[config.mk]
export PLATFORM = sky130hd
export DESIGN_NAME = llre_seq
export DESIGN_NICKNAME = d
export VERILOG_FILES = /design/src/rtl/core/llre_pkg.sv /design/src/rtl/core/llre_seq.sv
export SDC_FILE = /design/constraint.sdc
export NUM_CORES = 1
export LEC_CHECK = 0
export BUFFER_PORTS_ARGS = -buffer_cell sky130_fd_sc_hd__buf_4
export CELL_PAD_IN_SITES_DETAIL_PLACEMENT = 2
export CELL_PAD_IN_SITES_GLOBAL_PLACEMENT = 2
export CORE_MARGIN = 10
export CORE_UTILIZATION = 36
export DETAILED_ROUTE_END_ITERATION = 10
export MAX_ROUTING_LAYER = met4
export PLACE_DENSITY_LB_ADDON = 0.1
export SLEW_MARGIN = 20
export SYNTH_ARGS = -nofsm -noshare
export SYNTH_HDL_FRONTEND = slang
export SYNTH_SLANG_ARGS = --single-unit
[constraint.sdc]
create_clock -name clk -period 5.3 [get_ports clk]
set_input_delay 0.265 -clock clk [delete_from_list [all_inputs] [get_ports clk]]
set_output_delay 0.265 -clock clk [all_outputs]
set_load 0.05 [all_outputs]
[src/rtl/core/llre_pkg.sv]
`default_nettype none

package llre_pkg;

    localparam int MAX_ITEMS_DEFAULT = 1024;
    localparam int LEN_W             = 11;
    localparam int OP_W              = 3;
    localparam int ITEM_W            = 11;
    localparam int SUM_W             = 20;

    localparam logic [LEN_W-1:0] LIST_LENGTH_RESET = LEN_W'(1024);

    typedef enum logic [OP_W-1:0] {
        OP_INIT  = 3'd0,
        OP_LEFT  = 3'd1,
        OP_RIGHT = 3'd2,
        OP_SWAP  = 3'd3,
        OP_REV   = 3'd4,
        OP_SUM   = 3'd5
    } op_t;

    typedef enum logic [3:0] {
        ST_IDLE,
        ST_INIT,
        ST_RD_X,
        ST_RD_Y,
        ST_PLAN,
        ST_JOIN,
        ST_SUM_WALK,
        ST_SUM_MUL,
        ST_SUM_FIX,
        ST_DONE
    } state_t;

    // relink pattern picked once the four neighbor links are known
    typedef enum logic [1:0] {
        JK_LEFT,
        JK_RIGHT,
        JK_SWAP_ADJ,
        JK_SWAP_FAR
    } join_t;

endpackage

`default_nettype wire

[src/rtl/core/llre_seq.sv]
`default_nettype none

module llre_seq #(
    parameter int MAX_ITEMS = llre_pkg::MAX_ITEMS_DEFAULT,
    localparam int IDX_W = $clog2(MAX_ITEMS + 1)
) (
    input  wire logic                        clk,
    input  wire logic                        rst_n,
    input  wire logic                        cmd_valid,
    output logic                             cmd_stall,
    input  wire logic [llre_pkg::OP_W-1:0]   op,
    input  wire logic [llre_pkg::ITEM_W-1:0] item_x,
    input  wire logic [llre_pkg::ITEM_W-1:0] item_y,
    input  wire logic [IDX_W-1:0]            n,
    input  wire logic                        res_free,
    output logic                             done,
    output logic      [llre_pkg::SUM_W-1:0]  sum,
    output logic      [IDX_W-1:0]            rd_addr,
    input  wire logic [IDX_W-1:0]            lft_rdata,
    input  wire logic [IDX_W-1:0]            rgt_rdata,
    output logic                             lft_we,
    output logic      [IDX_W-1:0]            lft_waddr,
    output logic      [IDX_W-1:0]            lft_wdata,
    output logic                             rgt_we,
    output logic      [IDX_W-1:0]            rgt_waddr,
    output logic      [IDX_W-1:0]            rgt_wdata,
    output logic      [llre_pkg::SUM_W-1:0]  alu_a,
    output logic      [llre_pkg::SUM_W-1:0]  alu_b,
    output logic                             alu_sub,
    input  wire logic [llre_pkg::SUM_W-1:0]  alu_y
);

    localparam int SUM_W  = llre_pkg::SUM_W;
    localparam int PROD_W = (2 * IDX_W + 1 > SUM_W + 1) ? 2 * IDX_W + 1 : SUM_W + 1;

    llre_pkg::state_t state_reg, state_next;
    llre_pkg::op_t    op_reg, op_next;
    llre_pkg::join_t  kind_reg, kind_next;
    logic [IDX_W-1:0] x_reg, x_next, y_reg, y_next;
    logic [IDX_W-1:0] lx_reg, lx_next, rx_reg, rx_next;
    logic [IDX_W-1:0] ly_reg, ly_next, ry_reg, ry_next;
    logic [IDX_W-1:0] cnt_reg, cnt_next;
    logic [SUM_W-1:0] acc_reg, acc_next;
    logic [PROD_W-1:0] prod_reg, prod_next;
    logic             rev_reg, rev_next;

    logic [IDX_W-1:0] x_in, y_in;
    logic [IDX_W-1:0] ja, jb;
    logic             operands_ok;
    logic             go_left;
    logic             join_last;

    always_ff @(posedge clk or negedge rst_n)
    begin
        if (!rst_n)
        begin
            state_reg <= llre_pkg::ST_IDLE;
            rev_reg   <= 1'b0;
        end
        else
        begin
            state_reg <= state_next;
            rev_reg   <= rev_next;
        end
    end

    always_ff @(posedge clk)
    begin
        op_reg   <= op_next;
        kind_reg <= kind_next;
        x_reg    <= x_next;
        y_reg    <= y_next;
        lx_reg   <= lx_next;
        rx_reg   <= rx_next;
        ly_reg   <= ly_next;
        ry_reg   <= ry_next;
        cnt_reg  <= cnt_next;
        acc_reg  <= acc_next;
        prod_reg <= prod_next;
    end

    assign x_in = IDX_W'(item_x);
    assign y_in = IDX_W'(item_y);
    assign operands_ok = (item_x != '0) && (item_y != '0) && (item_x != item_y)
                      && (32'(item_x) <= 32'(n)) && (32'(item_y) <= 32'(n));

    // join endpoints for the current relink step
    always_comb
    begin
        ja = x_reg;
        jb = y_reg;
        case (kind_reg)
            llre_pkg::JK_LEFT:
            begin
                case (cnt_reg[1:0])
                    2'd0:    begin ja = lx_reg; jb = rx_reg; end
                    2'd1:    begin ja = ly_reg; jb = x_reg;  end
                    default: begin ja = x_reg;  jb = y_reg;  end
                endcase
            end
            llre_pkg::JK_RIGHT:
            begin
                case (cnt_reg[1:0])
                    2'd0:    begin ja = lx_reg; jb = rx_reg; end
                    2'd1:    begin ja = y_reg;  jb = x_reg;  end
                    default: begin ja = x_reg;  jb = ry_reg; end
                endcase
            end
            llre_pkg::JK_SWAP_ADJ:
            begin
                case (cnt_reg[1:0])
                    2'd0:    begin ja = lx_reg; jb = y_reg;  end
                    2'd1:    begin ja = y_reg;  jb = x_reg;  end
                    default: begin ja = x_reg;  jb = ry_reg; end
                endcase
            end
            default:
            begin
                case (cnt_reg[1:0])
                    2'd0:    begin ja = lx_reg; jb = y_reg;  end
                    2'd1:    begin ja = y_reg;  jb = rx_reg; end
                    2'd2:    begin ja = ly_reg; jb = x_reg;  end
                    default: begin ja = x_reg;  jb = ry_reg; end
                endcase
            end
        endcase
    end

    assign join_last = (kind_reg == llre_pkg::JK_SWAP_FAR) ? (cnt_reg[1:0] == 2'd3)
                                                           : (cnt_reg[1:0] == 2'd2);
    assign go_left   = (op_reg == llre_pkg::OP_LEFT) ^ rev_reg;

    always_comb
    begin
        state_next = state_reg;
        op_next    = op_reg;
        kind_next  = kind_reg;
        x_next     = x_reg;
        y_next     = y_reg;
        lx_next    = lx_reg;
        rx_next    = rx_reg;
        ly_next    = ly_reg;
        ry_next    = ry_reg;
        cnt_next   = cnt_reg;
        acc_next   = acc_reg;
        prod_next  = prod_reg;
        rev_next   = rev_reg;
        cmd_stall  = 1'b1;
        done       = 1'b0;
        rd_addr    = x_reg;
        lft_we     = 1'b0;
        lft_waddr  = ja;
        lft_wdata  = jb;
        rgt_we     = 1'b0;
        rgt_waddr  = ja;
        rgt_wdata  = jb;
        alu_a      = acc_reg;
        alu_b      = SUM_W'(rgt_rdata);
        alu_sub    = 1'b0;

        unique case (state_reg)
            llre_pkg::ST_IDLE:
            begin
                cmd_stall = 1'b0;
                // odd-sum walk starts at the sentinel; everything else reads X first
                rd_addr = (llre_pkg::op_t'(op) == llre_pkg::OP_SUM) ? '0 : x_in;
                if (cmd_valid)
                begin
                    op_next  = llre_pkg::op_t'(op);
                    x_next   = x_in;
                    y_next   = y_in;
                    acc_next = '0;
                    case (llre_pkg::op_t'(op)) inside
                        llre_pkg::OP_INIT:
                        begin
                            rev_next   = 1'b0;
                            cnt_next   = '0;
                            state_next = llre_pkg::ST_INIT;
                        end
                        llre_pkg::OP_LEFT, llre_pkg::OP_RIGHT, llre_pkg::OP_SWAP:
                        begin
                            state_next = operands_ok ? llre_pkg::ST_RD_X : llre_pkg::ST_DONE;
                        end
                        llre_pkg::OP_REV:
                        begin
                            rev_next   = !rev_reg;
                            state_next = llre_pkg::ST_DONE;
                        end
                        llre_pkg::OP_SUM:
                        begin
                            cnt_next   = IDX_W'(1);
                            state_next = llre_pkg::ST_SUM_WALK;
                        end
                        default:
                        begin
                            state_next = llre_pkg::ST_DONE;
                        end
                    endcase
                end
            end

            llre_pkg::ST_INIT:
            begin
                lft_we    = 1'b1;
                rgt_we    = 1'b1;
                lft_waddr = cnt_reg;
                rgt_waddr = cnt_reg;
                if (cnt_reg == '0)
                begin
                    lft_wdata = n;
                    rgt_wdata = IDX_W'(1);
                end
                else
                begin
                    lft_wdata = cnt_reg - IDX_W'(1);
                    rgt_wdata = (cnt_reg == n) ? '0 : cnt_reg + IDX_W'(1);
                end
                cnt_next = cnt_reg + IDX_W'(1);
                if (cnt_reg == n)
                begin
                    state_next = llre_pkg::ST_DONE;
                end
            end

            llre_pkg::ST_RD_X:
            begin
                rd_addr    = y_reg;
                lx_next    = lft_rdata;
                rx_next    = rgt_rdata;
                state_next = llre_pkg::ST_RD_Y;
            end

            llre_pkg::ST_RD_Y:
            begin
                ly_next    = lft_rdata;
                ry_next    = rgt_rdata;
                state_next = llre_pkg::ST_PLAN;
            end

            llre_pkg::ST_PLAN:
            begin
                cnt_next = '0;
                if (op_reg == llre_pkg::OP_SWAP)
                begin
                    state_next = llre_pkg::ST_JOIN;
                    if (ry_reg == x_reg)
                    begin
                        // Y sits just left of X: swap roles so X leads
                        x_next    = y_reg;
                        y_next    = x_reg;
                        lx_next   = ly_reg;
                        rx_next   = ry_reg;
                        ly_next   = lx_reg;
                        ry_next   = rx_reg;
                        kind_next = llre_pkg::JK_SWAP_ADJ;
                    end
                    else
                    begin
                        kind_next = (rx_reg == y_reg) ? llre_pkg::JK_SWAP_ADJ
                                                      : llre_pkg::JK_SWAP_FAR;
                    end
                end
                else if (go_left)
                begin
                    kind_next  = llre_pkg::JK_LEFT;
                    state_next = (x_reg == ly_reg) ? llre_pkg::ST_DONE : llre_pkg::ST_JOIN;
                end
                else
                begin
                    kind_next  = llre_pkg::JK_RIGHT;
                    state_next = (x_reg == ry_reg) ? llre_pkg::ST_DONE : llre_pkg::ST_JOIN;
                end
            end

            llre_pkg::ST_JOIN:
            begin
                // right[a] = b and left[b] = a in the same cycle, one RAM each
                rgt_we    = 1'b1;
                rgt_waddr = ja;
                rgt_wdata = jb;
                lft_we    = 1'b1;
                lft_waddr = jb;
                lft_wdata = ja;
                cnt_next  = cnt_reg + IDX_W'(1);
                if (join_last)
                begin
                    state_next = llre_pkg::ST_DONE;
                end
            end

            llre_pkg::ST_SUM_WALK:
            begin
                rd_addr = rgt_rdata;
                if (cnt_reg[0])
                begin
                    acc_next = alu_y;
                end
                cnt_next = cnt_reg + IDX_W'(1);
                if (cnt_reg == n)
                begin
                    state_next = (rev_reg && !n[0]) ? llre_pkg::ST_SUM_MUL : llre_pkg::ST_DONE;
                end
            end

            llre_pkg::ST_SUM_MUL:
            begin
                prod_next  = PROD_W'(n) * (PROD_W'(n) + PROD_W'(1));
                state_next = llre_pkg::ST_SUM_FIX;
            end

            llre_pkg::ST_SUM_FIX:
            begin
                alu_a      = prod_reg[SUM_W:1];
                alu_b      = acc_reg;
                alu_sub    = 1'b1;
                acc_next   = alu_y;
                state_next = llre_pkg::ST_DONE;
            end

            llre_pkg::ST_DONE:
            begin
                if (res_free)
                begin
                    done       = 1'b1;
                    state_next = llre_pkg::ST_IDLE;
                end
            end

            default:
            begin
                state_next = llre_pkg::ST_IDLE;
            end
        endcase
    end

    assign sum = acc_reg;

endmodule

`default_nettype wire

==> out/metrics.cfg <==
[cells_and_area]
final_cell_area_sq_um = 17700
area_growth_pct = 25.4
drive_gt1_share_pct = 23.8
most-common-layout-cells = 306 x buf_4, 262 x nand2_1, 144 x inv_1
final_common_cell = buf_4
antenna_cells = 0
finish.net_count = 2131
nFillCells = 4247

[routing]
drc = 0
finalWirelength_um = 65600
vias = 13800
drtPass1Iterations = 6
drtIter0Drc = 1085
ant_nets = 0
routedWlPerCell_um = 27.4
vias_per_cell = 5.75

[sta]
holdWs_ns = 0.0314
finalSetupTns_ns = -2.97
slew_viol_final = 0
layout_setup_ws_ns = -0.483
period_needed_ns = 5.78
fin_skew_ns = 0.0229
slew-limit-headroom_pct = 31.7
hold_viol = 0
worst_pin_slew_ns = 1.01
min_period_over_period_pct = 109
clock.fmax_mhz = 173
rsz0062_at_grt = yes
setup_viol = 11

[placed_design]
port_buffers = 201
dp_hpwl_um = 49700
gp_congestion = 0.895
place_area_sq_um = 16700

[clock_network]
htreeDepth = 4
cts-root-buf = clkbuf_16
cts_tree = built
cts_buffer_depth = 2
numCtsBuffers = 17
clock-sinks = 127
clk_latency_ns = 0.46
clkTransAtPathRegs_ns = 0.06

[floorplan]
rows = 72
dieArea_sq_um = 47600
top_level_ports = 202
initial_utilization_pct = 36.5
die_h_um = 218
core-area_sq_um = 38700
die_x_um = 218

[hold_path]
min_delay_path_depth = 1
hold_path_end = op_reg[0]
min_path_type = primary input to flip-flop
holdCritStartpoint = op[0]

[setup_path]
path_max_fanout = 2
cp_slowest_stage_delay_ns = 0.52
critPathRequiredTime_ns = 5.50
crit_type = primary input to flip-flop
arrival_ns = 5.98
path_cells = buf_6 > ha_4 > nand3_2 > or3_4 > or3_4 > or3_4 > ha_4 > nand2b_4 > fa_1 > inv_2 > fa_1 > fa_1 > fa_1 > inv_1 > fa_1 > inv_2 > ha_4 > a21o_1 > a21o_1 > a32o_2 > o41a_1 > xor2_1
cp_common_cell = fa_1
crit_slowest_cell = fa_1
ff2ff_path_depth = 6
cp-start-kind = primary input
r2r_slack_ns = 2.00
end_kind = flip-flop
r2r_end = sum[8]
r2r-start = state_reg[3]

[status]
violations = negative setup slack
status = finished, violations left

[global_route]
grt_max_degree = 65
grt_pass1_wl_um = 97700
gr-usage-all-layers_pct = 27.8
antenna_found_initial = 0
overflow = 0
grt_pass1_vias = 15300

[synth]
seq_area_frac_synth_pct = 26.8
synth.distinct_cells = 70
async_flop_share_pct = 3.94
syn_area_sq_um = 14100
ys.flop_type = edfxtp_1
synth_cells = 1655
ys_seq_elements = 127
syn_nets = 1919
ys_warn_count = 0
synth_edf_count = 122
avgSynthCellArea_sq_um = 8.54

[run]
drv_cap = 0

[pwr]
peakVddDrop_mv = 0.846
power_density_nw_per_um2 = 797
p_leak_uw = 0.00783

synthesized netlist by cell type, types with 3 or more instances:
| cell type | number | area, sq um |
|---|---|---|
| nand2_1 | 264 | 991 |
| inv_1 | 150 | 563 |
| nor2_1 | 130 | 488 |
| edfxtp_1 | 122 | 3660 |
| clkbuf_1 | 97 | 364 |
| ha_1 | 94 | 1180 |
| fa_1 | 88 | 1760 |
| a21oi_1 | 73 | 365 |
| xnor2_1 | 65 | 569 |
| a22o_1 | 47 | 412 |
| nand2b_1 | 43 | 269 |
| o21ai_1 | 43 | 215 |
| o21ai_0 | 41 | 205 |
| nor2b_1 | 31 | 194 |
| a222oi_1 | 25 | 250 |
| nor3_1 | 24 | 120 |
| mux2_2 | 23 | 259 |
| xor2_1 | 23 | 201 |
| nand3_1 | 19 | 95.1 |
| o221ai_1 | 19 | 166 |
| a21o_1 | 18 | 135 |
| nand4_1 | 18 | 113 |
| a211oi_1 | 17 | 128 |
| buf_1 | 16 | 60.1 |
| and3_1 | 15 | 93.8 |
| mux2i_1 | 14 | 140 |
| o211ai_1 | 13 | 97.6 |
| o22ai_1 | 12 | 75.1 |
| a221oi_1 | 9 | 78.8 |
| buf_2 | 9 | 45.0 |
| mux2_1 | 9 | 101 |
| nor4_1 | 9 | 56.3 |
| a22oi_1 | 5 | 37.5 |
| dfrtp_1 | 5 | 125 |
| nand3b_1 | 5 | 37.5 |
| o31ai_1 | 5 | 37.5 |
| or3_1 | 5 | 31.3 |
| inv_2 | 4 | 15.0 |
| a31oi_1 | 3 | 18.8 |
| clkinv_1 | 3 | 11.3 |
| o21bai_1 | 3 | 22.5 |
kinds of logic (layout without fill, tap and decap cells):
family	Yosys count	in the layout	synth area share [%]
fa+ha+maj	182	182	20.8
xor+xnor	88	88	5.45
compound gates	350	350	17.0
mux	46	46	3.54
flops	127	127	26.8
simple gates	581	581	18.8
buf+inv	281	506	7.62
metal layers:
| layer | wire length, um | GRT usage [%] |
|---|---|---|
| met5 | 0 | - |
| met4 | 2800 | 11.7 |
| met3 | 2060 | 2.96 |
| met2 | 35800 | 50.6 |
| met1 | 24900 | 30.3 |
worst max path at each step:
stage | slack, ns | start | cells after the start | to
final | -0.48 | n[1] | 22 | prod_reg[17]
after floorplan | -0.68 | n[0] | 22 | prod_reg[17]
after detailed placement | -1.08 | n[0] | 22 | prod_reg[17]
after global routing | -0.59 | n[0] | 23 | prod_reg[19]
after global placement | -0.89 | n[0] | 22 | prod_reg[17]
after CTS | -0.53 | n[0] | 22 | prod_reg[17]
cell type report:
type / count / area [sq um] / area share, %
inverter: 157 / 589 / 3.32
clock inverter: 15 / 180 / 1.02
tap: 518 / 648 / 3.66
timing repair buffer: 317 / 2440 / 13.8
clock buffer: 17 / 425 / 2.40
multi-input combinational: 1247 / 9660 / 54.5
sequential: 127 / 3790 / 21.4
report_power, final:
| part | total [uW] | internal, uW | switching, uW |
|---|---|---|---|
| Sequential | 2040 | 1550 | 492 |
| Clock | 1270 | 745 | 525 |
| Combinational | 10800 | 4030 | 6780 |
stage by stage:
step / cells / util, % / power [uW] / setup WS, ns
floorplan: 1655 / - / 8460 / -0.678
global placement: 2352 / 43.2 / 11700 / -0.894
detailed placement: 2352 / 43.2 / 12100 / -1.08
CTS: 2389 / 45.2 / 13700 / -0.528
global route: 2398 / 45.8 / 14900 / -0.593
finish: 2398 / 45.8 / 14100 / -0.483
worst max-delay path, delay by kind of cell:
kind	cells	cell delay, ns
XOR/XNOR	1	0.15
AND/OR/NAND/NOR	5	1.27
AO/OA/AOI/OAI	4	0.94
buffers and inverters	4	0.27
adder cells (fa/ha/maj)	8	3.08
what timing repair did:
action | 4_1_cts | 5_1_grt
hold buffers | 1 | 0
resized for setup | 25 | 32
setup buffers | 4 | 9
endpoints found under the setup margin | 10 | 13
pin swaps | 12 | 33
hold endpoints to repair | 5 | 0
(Power assumes the default switching activity.)
