`src/rtl/core/llre_pkg.sv`:
```
`default_nettype none

package llre_pkg;

    localparam int MAX_ITEMS_DEFAULT = 1024;
    localparam int LEN_W             = 11;
    localparam int OP_W              = 3;
    localparam int ITEM_W            = 11;
    localparam int SUM_W             = 20;

    localparam logic [LEN_W-1:0] LIST_LENGTH_RESET = LEN_W'(1024);

    typedef enum logic [OP_W-1:0] {
        OP_INIT  = 3'd0,
        OP_LEFT  = 3'd1,
        OP_RIGHT = 3'd2,
        OP_SWAP  = 3'd3,
        OP_REV   = 3'd4,
        OP_SUM   = 3'd5
    } op_t;

    typedef enum logic [3:0] {
        ST_IDLE,
        ST_INIT,
        ST_RD_X,
        ST_RD_Y,
        ST_PLAN,
        ST_JOIN,
        ST_SUM_WALK,
        ST_SUM_MUL,
        ST_SUM_FIX,
        ST_DONE
    } state_t;

    // relink pattern picked once the four neighbor links are known
    typedef enum logic [1:0] {
        JK_LEFT,
        JK_RIGHT,
        JK_SWAP_ADJ,
        JK_SWAP_FAR
    } join_t;

endpackage

`default_nettype wire

```
`src/rtl/core/llre_alu.sv`:
```
`default_nettype none

// shared add/subtract unit: walk accumulation and the reversal correction
module llre_alu (
    input  wire logic [llre_pkg::SUM_W-1:0] a,
    input  wire logic [llre_pkg::SUM_W-1:0] b,
    input  wire logic                       sub,
    output logic      [llre_pkg::SUM_W-1:0] y
);

    always_comb
    begin
        if (sub)
        begin
            y = a - b;
        end
        else
        begin
            y = a + b;
        end
    end

endmodule

`default_nettype wire

```
`config.mk`:
```
export PLATFORM = sky130hd
export DESIGN_NAME = llre_alu
export DESIGN_NICKNAME = d
export VERILOG_FILES = /design/src/rtl/core/llre_pkg.sv /design/src/rtl/core/llre_alu.sv
export SDC_FILE = /design/constraint.sdc
export NUM_CORES = 1
export LEC_CHECK = 0
export BUFFER_PORTS_ARGS = -buffer_cell sky130_fd_sc_hd__buf_4
export CAP_MARGIN = 25
export CELL_PAD_IN_SITES_DETAIL_PLACEMENT = 1
export CELL_PAD_IN_SITES_GLOBAL_PLACEMENT = 1
export CORE_ASPECT_RATIO = 2
export CORE_MARGIN = 4
export CORE_UTILIZATION = 35
export DETAILED_ROUTE_END_ITERATION = 16
export PLACE_DENSITY = 0.92
export SYNTH_ARGS = -nofsm -noshare
export SYNTH_HDL_FRONTEND = slang
export SYNTH_SLANG_ARGS = --single-unit
```
`constraint.sdc`:
```
create_clock -name vclk -period 4
set_input_delay 0.6 -clock vclk [all_inputs]
set_output_delay 0.6 -clock vclk [all_outputs]
set_load 0.005 [all_outputs]
```
==> results.txt, run 1 <==
----------------------------------------------------
[Outcome]
  Status ... finished clean

[Placed design]
  GPL Wtd Cong ... 0.851
  Count of input and output buffers ... between 60 and 70
  Number of cells after detailed placement ... 301
  Final HPWL DP ... 4.45 mm
  Cell Area, Placed ... between 0.0015 and 0.002 mm2

[Power]
  Total power per unit cell area ... 236 mW/mm2
  Net switching share of the total power ... a little under half
  Leakage power figure ... 0.978 nW
  Net switching component of the power ... 0.232 mW
  Cell-internal power ... 0.265 mW
  Clk network pwr share ... 0%
  Power share of the combinational group ... 100.0%
  Worst-case vdd ir drop ... 0.136 mV
  Register share of total power ... 0%
  Final total power ... 0.496 mW

[Worst setup path]
  Maximum cell stage delay along the critical path ... slightly above 400 ps
  Slowest stage cell on the critical path ... o41ai_2
  Cell family contributing the most delay on the critical path ... compound AO/OA/AOI/OAI gates
  Critical path capture point ... y[19]
  Crit-path cells ... buf_4 > inv_1 > ha_4 > nor3b_4 > and2_4 > a21oi_1 > xnor2_1 > ha_2 > nand2_2 > a211oi_2 > o41ai_2 > o21ai_4 > a311oi_2 > xnor2_1 > buf_4
  Bufs and invs on worst path ... 3
  Required time of the worst setup path ... approximately 3400 ps
  Critical path origin ... b[0]
  Arrival time reported for the critical path endpoint ... 3250 ps
  CP Launch Type ... input port
  Worst setup path class ... in -> out
  Number of cells on the critical path ... 15
  Critical path endpoint category ... primary output
  Maximum net fanout on the critical path ... 4

[STA]
  Worst slew slack as a fraction of its limit ... 62.8%
  Total Negative Setup Slacks ... 0 ps
  Number of pins with negative max-slew slack in the final report ... 0
  Final hold violations ... 0
  Min Tclk post-route ... a little under 4000 ps
  Highest attainable clock frequency ... 0.260 GHz
  Slew at the pin closest to its max-slew limit ... 553 ps
  Tcrit/Tclk final ... 96.1%
  Count of endpoints failing setup in the final report ... 0

[Logic synthesis]
  Number of warnings printed during yosys synthesis ... 0
  Cell type with the largest total area after synthesis ... xnor2_1
  Average footprint of a synthesized cell ... 7.56 um2
  Area fraction of the dominant cell type after synthesis ... 19.0%
  Sequential cell area fraction in the yosys report ... 0%
  Gate count of the mapped netlist ... 183
  Ranking of synthesized cells by area ... xnor2_1, ha_1, a21oi_1
  Library cells used by synthesis ... 49
  Cell area after synthesis ... 0.00138 mm2
  Number of nets produced by synthesis ... 245

[Finish]
  Post-route standard cell area excluding fillers ... ~0.0021 mm2
  Most common cell after layout, fill and taps aside ... buf_4
  Post-layout nets ... about 320
  Final non-filler cell total ... 306
  Sequential cell area ... 0 um2
  Final antenna diode count ... 0
  Combined area of the multi-input logic cells ... roughly 0.0014 mm2
  Filler cells ... 504
  Most frequent cells in the layout ... buf_4, xnor2_1, a21oi_1
  Count of clock-net buffers in the final layout ... 0
  Ratio of cells with drive above 1 in the final layout ... 42.4%
  Final core utilization ... 54.8%
  Area growth, synth to finish ... 52.2%
  Layout sequential cell count ... 0

[Global routing]
  Wire length of the first global-routing pass ... 7.84 mm
  Initial antenna violation count ... 0
  Largest net degree at the start of global routing ... 20
  GRT Residual Overflow ... 0
  Total global-route track usage ... 19.2%
  Vias in the first global route ... 1811

[Hold path]
  Min-Delay Path Class ... in -> out

[Drt]
  Count of antenna-violating nets left after detailed routing ... 0
  Routed via count ... 1694
  Initial DRC count ... 19
  Via/cell ratio ... 5.54
  Routed WL ... around 5.2 mm
  Number of iterations in the first detailed-routing pass ... 4
  Routed wire length per instance ... 17.0 um
  DRC violations left ... 0

[Floorplanning]
  Core area ... 0.00384 mm2
  Number of rows in the core area ... 32
  Chip height ... just under 100 um
  Die ar. ... just over 0.005 mm2
  Ports placed on the boundary ... 61
  Starting density of the core ... a little over a third
  Horizontal die dimension ... 52.4 um

[Run]
  Max capacitance violation total ... 0

[Clock tree]
  Hold buffer count at CTS ... 0

----------------------------------------------------
## synthesized netlist by cell type (2+ instances only)
cell type  number
nand2_1         3
a21oi_1        22
a211oi_1        4
xnor2_1        30
nor3_1          7
a31oi_1         6
ha_1           20
nor2_1         17
a311oi_2        2
o221ai_1        2
inv_1          16
a21o_1          8
o21ai_0         2
xor2_1          6
nand3_1         4
## metrics by stage
| stage | setup WS, ps | hold slack, ps |
|---|---|---|
| global route | -0.121 | 1580 |
| finish | 154 | 1570 |
| global placement | 93.6 | 1570 |
| floorplan | 467 | 1330 |
| detailed placement | -27.1 | 1560 |
| CTS | 30.4 | 1570 |
## layout make-up
type / count / area share [%]
multi-input cells: 164 / 67.5
repair buffers: 74 / 26.4
inverters: 17 / 3.03
well taps: 51 / 3.03
## power by group through the flow
| stage | Sequential, mW | Clock [mW] | Combinational (mW) |
|---|---|---|---|
| after floorplan | 0 | 0 | 0.261 |
| after global placement | 0 | 0 | 0.456 |
| after detailed placement | 0 | 0 | 0.470 |
| after CTS | 0 | 0 | 0.472 |
| after global routing | 0 | 0 | 0.543 |
| final | 0 | 0 | 0.496 |
## worst min-delay path by stage
stage / from / endpoint / slack, ps / cells after the start
detailed placement: a[1] / y[1] / 1560 / 3
CTS: a[1] / y[1] / 1570 / 3
finish: a[1] / y[1] / 1570 / 3
global route: a[1] / y[1] / 1580 / 3
floorplan: b[0] / y[0] / 1330 / 2
global placement: a[1] / y[1] / 1570 / 3
## cells by family after synthesis
group	Yosys count	share of synthesized area (%)
buffers and inverters	19	5.16
adder cells (fa/ha/maj)	21	19.5
AND/OR/NAND/NOR	45	18.6
AO/OA/AOI/OAI	60	31.9
XOR/XNOR	37	24.0
multiplexers	1	0.724
## routing by layer
metal	up-vias	global-route usage, %	wire length [um]
li1	813	-	-
met2	65	38.6	3140
met4	0	8.86	316
met5	-	0	0
met3	20	2.93	261
met1	796	16.7	1480
## timing repair
item | CTS | global route
setup buffers | 0 | 5
pin swaps | 0 | 11
gates resized for setup | 1 | 21
endpoints found under the setup margin | 1 | 6
No activity file was read; power rests on OpenSTA's default activity.
==> inputs of run 2 (changes only) <==
--- a/config.mk
+++ b/config.mk
@@ -10,7 +10,7 @@
 export CELL_PAD_IN_SITES_DETAIL_PLACEMENT = 1
 export CELL_PAD_IN_SITES_GLOBAL_PLACEMENT = 1
 export CORE_ASPECT_RATIO = 2
-export CORE_MARGIN = 4
+export CORE_MARGIN = 8
 export CORE_UTILIZATION = 35
 export DETAILED_ROUTE_END_ITERATION = 16
 export PLACE_DENSITY = 0.92
==> run 2 against run 1 <==
  * Critical path depth stayed put
  * Power decreased by 0.99%
  * Cell area down 1.7%
  * First-iteration DRC count is 58% lower
  * Hold slack got worse by 8.8 ps
  * Setup slack got worse by 32 ps
  * Critical path type unchanged
==> results.txt, run 2 (same netlist as run 1, synthesis figures left out) <==
----------------------------------------------------
[Worst setup path]
  CP Launch Type ... input port
  Bufs and invs on worst path ... 3
  Maximum cell stage delay along the critical path ... 330 ps
  Critical path endpoint category ... primary output
  Crit-path cells ... buf_6 > inv_4 > ha_4 > nor3b_4 > and2_4 > nor2_2 > xnor2_1 > ha_2 > a21o_2 > a211oi_2 > a31o_2 > o21ai_4 > a311oi_2 > xnor2_1 > buf_4
  Slowest stage cell on the critical path ... ha_2
  Most frequent CP cell ... xnor2_1
  Worst setup path class ... in -> out
  Arrival time reported for the critical path endpoint ... about 3300 ps
  Required time of the worst setup path ... 3400 ps
  Cell family contributing the most delay on the critical path ... compound AO/OA/AOI/OAI gates
  Maximum net fanout on the critical path ... 4

[Finish]
  Layout sequential cell count ... 0
  Area growth, synth to finish ... 49.6%
  Most frequent cells in the layout ... buf_4, xnor2_1, a21oi_1
  Ratio of cells with drive above 1 in the final layout ... 41.7%
  Final non-filler cell total ... 303
  Sequential cell area ... 0 um2
  Post-layout nets ... 316
  Final antenna diode count ... 0
  Most common cell after layout, fill and taps aside ... buf_4
  Combined area of the multi-input logic cells ... 0.00140 mm2
  Filler cells ... 506
  Post-route standard cell area excluding fillers ... 0.00207 mm2
  Count of clock-net buffers in the final layout ... 0
  Final core utilization ... 53.8%

[Drt]
  Met2 routed wirelength ... 3.11 mm
  Via/cell ratio ... 5.37
  Count of antenna-violating nets left after detailed routing ... 0
  Routed metal-1 wirelength ... 1.58 mm
  Topmost layer with routed signal wires ... met4
  Routed WL ... between 5 and 6 mm
  Initial DRC count ... 8
  DRC violations left ... 0
  Metal3 WL ... 282 um
  Number of iterations in the first detailed-routing pass ... 4
  Routed wire length per instance ... between 15 and 20 um
  Routed via count ... ~1.6k

[Run]
  Max capacitance violation total ... 0

[Floorplanning]
  Starting density of the core ... 36.0%
  Number of rows in the core area ... 32
  Chip height ... 105 um
  Ports placed on the boundary ... 61
  Core area ... 0.00384 mm2
  Horizontal die dimension ... roughly 60 um
  Die ar. ... 0.00634 mm2

[STA]
  Tcrit/Tclk final ... 96.9%
  Slew at the pin closest to its max-slew limit ... 578 ps
  Final hold violations ... 0
  Count of endpoints failing setup in the final report ... 0
  Number of pins with negative max-slew slack in the final report ... 0
  Worst slew slack as a fraction of its limit ... 61.1%
  Min Tclk post-route ... 3880 ps
  Highest attainable clock frequency ... 0.258 GHz
  Final hold slack ... 1560 ps

[Power]
  Leakage power figure ... roughly 0.96 nW
  Final total power ... between 0.4 and 0.5 mW
  Total power per unit cell area ... 238 mW/mm2
  Worst-case vdd ir drop ... 0.140 mV

[Global routing]
  GRT Residual Overflow ... 0
  Initial antenna violation count ... 0
  Wire length of the first global-routing pass ... between 8 and 9 mm
  Vias in the first global route ... 1852
  Total global-route track usage ... 16.2%
  Largest net degree at the start of global routing ... 20

[Placed design]
  Number of cells after detailed placement ... 298
  Cell Area, Placed ... 0.00193 mm2
  Count of input and output buffers ... 61
  GPL Wtd Cong ... 0.814
  Final HPWL DP ... 4.59 mm

[Hold path]
  Hold path cells ... 3
  Min-Delay Path Class ... in -> out
  Hold wc startpoint ... a[1]
  Worst hold endpoint ... y[1]

[Outcome]
  Status ... finished clean

----------------------------------------------------
run 2: cell count changes in the layout (fill, tap and decap cells not counted), moves of 2 or more:
cell,before,now
buf_4,74,69
buf_6,0,2
ha_1,16,18
ha_4,3,1
inv_4,0,2
nor2_1,15,13
nor2_2,2,4
run 2: metal layers:
metal / global-route usage, % / vias up
li1: - / 807
met1: 13.3 / 749
met2: 33.2 / 56
met3: 2.83 / 16
met4: 7.23 / 0
met5: 0 / -
run 2: worst max-delay path by stage:
| stage | start | endpoint | slack, ps | cells after the start |
|---|---|---|---|---|
| after detailed placement | b[3] | y[19] | -20 | 13 |
| after global routing | b[1] | y[19] | -30 | 15 |
| after global placement | b[3] | y[19] | 90 | 13 |
| after CTS | b[0] | y[19] | 30 | 15 |
| after floorplan | sub | y[19] | 470 | 11 |
| final | b[1] | y[19] | 120 | 15 |
run 2: per-stage QoR:
step	TNS, ps	setup WS, ps
floorplan	0	467
global placement	0	90.0
detailed placement	-23.7	-23.7
CTS	0	25.3
global route	-26.6	-26.6
finish	0	123
run 2: where the power goes:
group,switching (mW),leakage (nW),internal (mW)
combinational,0.232,0.958,0.260
clock,0,0,0
sequential,0,0,0
total,0.232,0.958,0.260
run 2: worst min-delay path: stages:
cell	delay, ps
buf_4	100
fa_1	160
buf_4	110
run 2: timing repair:
action                                  4_1_cts  5_1_grt
endpoints found under the setup margin        1        6
pin swaps                                     1       16
gates resized for setup                       3       22
setup buffers                                 0        5
hold buffers                                  0        0
run 2: final cells by class:
class	instances	share of cell area (%)
Tap cell	51	3.09
Timing Repair Buffer	71	26.1
Multi-Input combinational cell	164	67.5
Inverter	17	3.33
==> inputs of run 3 (changes only) <==
--- a/config.mk
+++ b/config.mk
@@ -5,15 +5,16 @@
 export SDC_FILE = /design/constraint.sdc
 export NUM_CORES = 1
 export LEC_CHECK = 0
+export ABC_AREA = 1
 export BUFFER_PORTS_ARGS = -buffer_cell sky130_fd_sc_hd__buf_4
 export CAP_MARGIN = 25
 export CELL_PAD_IN_SITES_DETAIL_PLACEMENT = 1
 export CELL_PAD_IN_SITES_GLOBAL_PLACEMENT = 1
 export CORE_ASPECT_RATIO = 2
 export CORE_MARGIN = 8
-export CORE_UTILIZATION = 35
+export CORE_UTILIZATION = 34
 export DETAILED_ROUTE_END_ITERATION = 16
-export PLACE_DENSITY = 0.92
+export PLACE_DENSITY = 0.91
 export SYNTH_ARGS = -nofsm -noshare
 export SYNTH_HDL_FRONTEND = slang
 export SYNTH_SLANG_ARGS = --single-unit
==> run 3 against run 2 <==
  * Utilization is 8.8 points lower
  * Cell area rose by 9.8%
  * Fmax is 5.3% higher
  * Clock-buffer cell count is the same
  * Synthesized cell count up 83%
  * Sequential cell count is the same
  * Hold slack worse by 11 ps
  * Setup slack gained 190 ps
  * Routed wire length is 19% higher
  * Combinational power down 6.9%
  * Largest cell class unchanged
  * Largest power group unchanged
==> results.txt, run 3 <==
----------------------------------------------------
[Outcome]
  Status ... finished clean

[Logic synthesis]
  Library cells used by synthesis ... 27
  Ranking of synthesized cells by area ... nand2_1, ha_1, inv_1
  Gate count of the mapped netlist ... between 300 and 400
  Top cell types by occurrence after synthesis ... nand2_1, inv_1, nor2_1
  Cell area after synthesis ... 0.00174 mm2
  Most numerous cell in the Yosys netlist ... nand2_1
  Cell type with the largest total area after synthesis ... nand2_1
  Number of nets produced by synthesis ... 396
  Sequential cell area fraction in the yosys report ... 0%
  Area fraction of the dominant cell type after synthesis ... 23.0%
  Number of warnings printed during yosys synthesis ... 0
  Average footprint of a synthesized cell ... 5.22 um2

[Worst setup path]
  CP Launch Type ... input port
  Arrival time reported for the critical path endpoint ... 3080 ps
  Slowest stage cell on the critical path ... ha_1
  Required time of the worst setup path ... 3400 ps
  Crit-path cells ... buf_4 > inv_1 > ha_1 > nand3_1 > nor2_2 > nand2_1 > nand2_1 > o21ai_1 > xor2_1 > ha_1 > a21oi_1 > nor2_1 > nor2_1 > nor2_1 > nor2_1 > nand2_1 > nand2_1 > nand2_1 > buf_4
  Cell family contributing the most delay on the critical path ... simple AND/OR/NAND/NOR gates
  Bufs and invs on worst path ... 3
  Maximum cell stage delay along the critical path ... 340 ps
  Critical path endpoint category ... primary output
  Most frequent CP cell ... nand2_1
  Worst setup path class ... in -> out
  Critical path origin ... b[0]
  Number of cells on the critical path ... 19
  Critical path capture point ... y[19]
  Maximum net fanout on the critical path ... 5

[Global routing]
  Initial antenna violation count ... 0
  GRT Residual Overflow ... 0
  Wire length of the first global-routing pass ... ~11 mm
  Vias in the first global route ... 2561
  Largest net degree at the start of global routing ... 13
  Total global-route track usage ... 16.2%

[Finish]
  Post-route standard cell area excluding fillers ... 0.00227 mm2
  Final non-filler cell total ... approximately 450
  Most common cell after layout, fill and taps aside ... nand2_1
  Most frequent cells in the layout ... nand2_1, buf_4, inv_1
  Post-layout nets ... 458
  Final core utilization ... 45.0%
  Layout sequential cell count ... 0
  Sequential cell area ... 0 um2
  Ratio of cells with drive above 1 in the final layout ... approximately 20%
  Area growth, synth to finish ... 30.3%
  Count of clock-net buffers in the final layout ... 0
  Final antenna diode count ... 0

[Floorplanning]
  Chip height ... around 120 um
  Core area ... 0.00505 mm2
  Starting density of the core ... between 30 and 40%
  Horizontal die dimension ... ~67 um
  Number of rows in the core area ... 37
  Ports placed on the boundary ... 61
  Die ar. ... between 0.007 and 0.008 mm2

[Drt]
  DRC violations left ... 0
  Routed WL ... 6.22 mm
  Via/cell ratio ... 5.09
  Routed wire length per instance ... 13.8 um
  Count of antenna-violating nets left after detailed routing ... 0
  Initial DRC count ... 71
  Number of iterations in the first detailed-routing pass ... 4
  Routed via count ... 2300

[Placed design]
  Final HPWL DP ... 5.75 mm
  Cell Area, Placed ... 0.00227 mm2
  Number of cells after detailed placement ... between 400 and 500
  Dpl ws ... 277 ps
  GPL Wtd Cong ... 0.880
  Count of input and output buffers ... between 60 and 70

[STA]
  Unrepaired setup endpoints after global routing ... no
  Slew at the pin closest to its max-slew limit ... 394 ps
  Number of pins with negative max-slew slack in the final report ... 0
  Tcrit/Tclk final ... 92.1%
  Final critical-path setup slack ... roughly 320 ps
  Worst slew slack as a fraction of its limit ... 73.7%
  Total Negative Setup Slacks ... 0 ps
  Count of endpoints failing setup in the final report ... 0
  Highest attainable clock frequency ... 0.272 GHz
  Final hold violations ... 0
  Min Tclk post-route ... 3680 ps

[Clock tree]
  Number of instances resized during post-cts repair ... 0
  Buffers inserted during post-CTS setup optimization ... 0
  Hold buffer count at CTS ... 0

[Hold path]
  Min-Delay Path Class ... in -> out
  Hold wc startpoint ... b[0]
  Hold path cells ... 4

[Power]
  Worst-case vdd ir drop ... between 0.08 and 0.09 mV
  Leakage power figure ... 1.31 nW
  Total power per unit cell area ... around 200 mW/mm2

[Run]
  Max capacitance violation total ... 0

----------------------------------------------------
run 3: logic make-up (layout without fill, tap and decap cells):
group / count (synthesis) / in the layout / synth area share, %
simple gates: 201 / 201 / 50.2
buf+inv: 55 / 115 / 12.0
compound gates: 32 / 32 / 9.76
xor+xnor: 25 / 25 / 12.6
fa+ha+maj: 21 / 21 / 15.5
run 3: how the worst min path moves through the flow:
stage	to	slack, ps
3_3_place_gp	y[0]	1540
6_report	y[0]	1550
2_1_floorplan	y[0]	1330
4_1_cts	y[0]	1550
5_1_grt	y[0]	1570
3_5_place_dp	y[0]	1550
run 3: per-stage QoR:
stage,total power [mW],hold WS [ps]
final,0.457,1550
after global routing,0.517,1570
after CTS,0.464,1550
after detailed placement,0.463,1550
after global placement,0.447,1540
after floorplan,0.265,1330
run 3: cell type report:
| class | instances | area (um2) |
|---|---|---|
| Fill cell | 764 | 2780 |
| Inverter | 53 | 199 |
| Multi-Input combinational cell | 279 | 1530 |
| Tap cell | 58 | 72.6 |
| Timing Repair Buffer | 62 | 465 |
run 3: layer usage:
metal / track usage [%] / wire, um / up-vias
met1: 17.7 / 2480 / 1056
met3: 0.858 / 209 / 12
met5: 0 / 0 / -
li1: - / - / 1177
met4: 3.59 / 146 / 0
met2: 32.0 / 3390 / 55
run 3: worst min-delay path: stages:
cell and delay, ps:
buf_4 90, ha_1 110, inv_1 30, buf_4 120
run 3: power breakdown:
group          internal, mW  total (mW)  switching (mW)
clock                     0           0               0
sequential                0           0               0
combinational         0.207       0.457           0.250
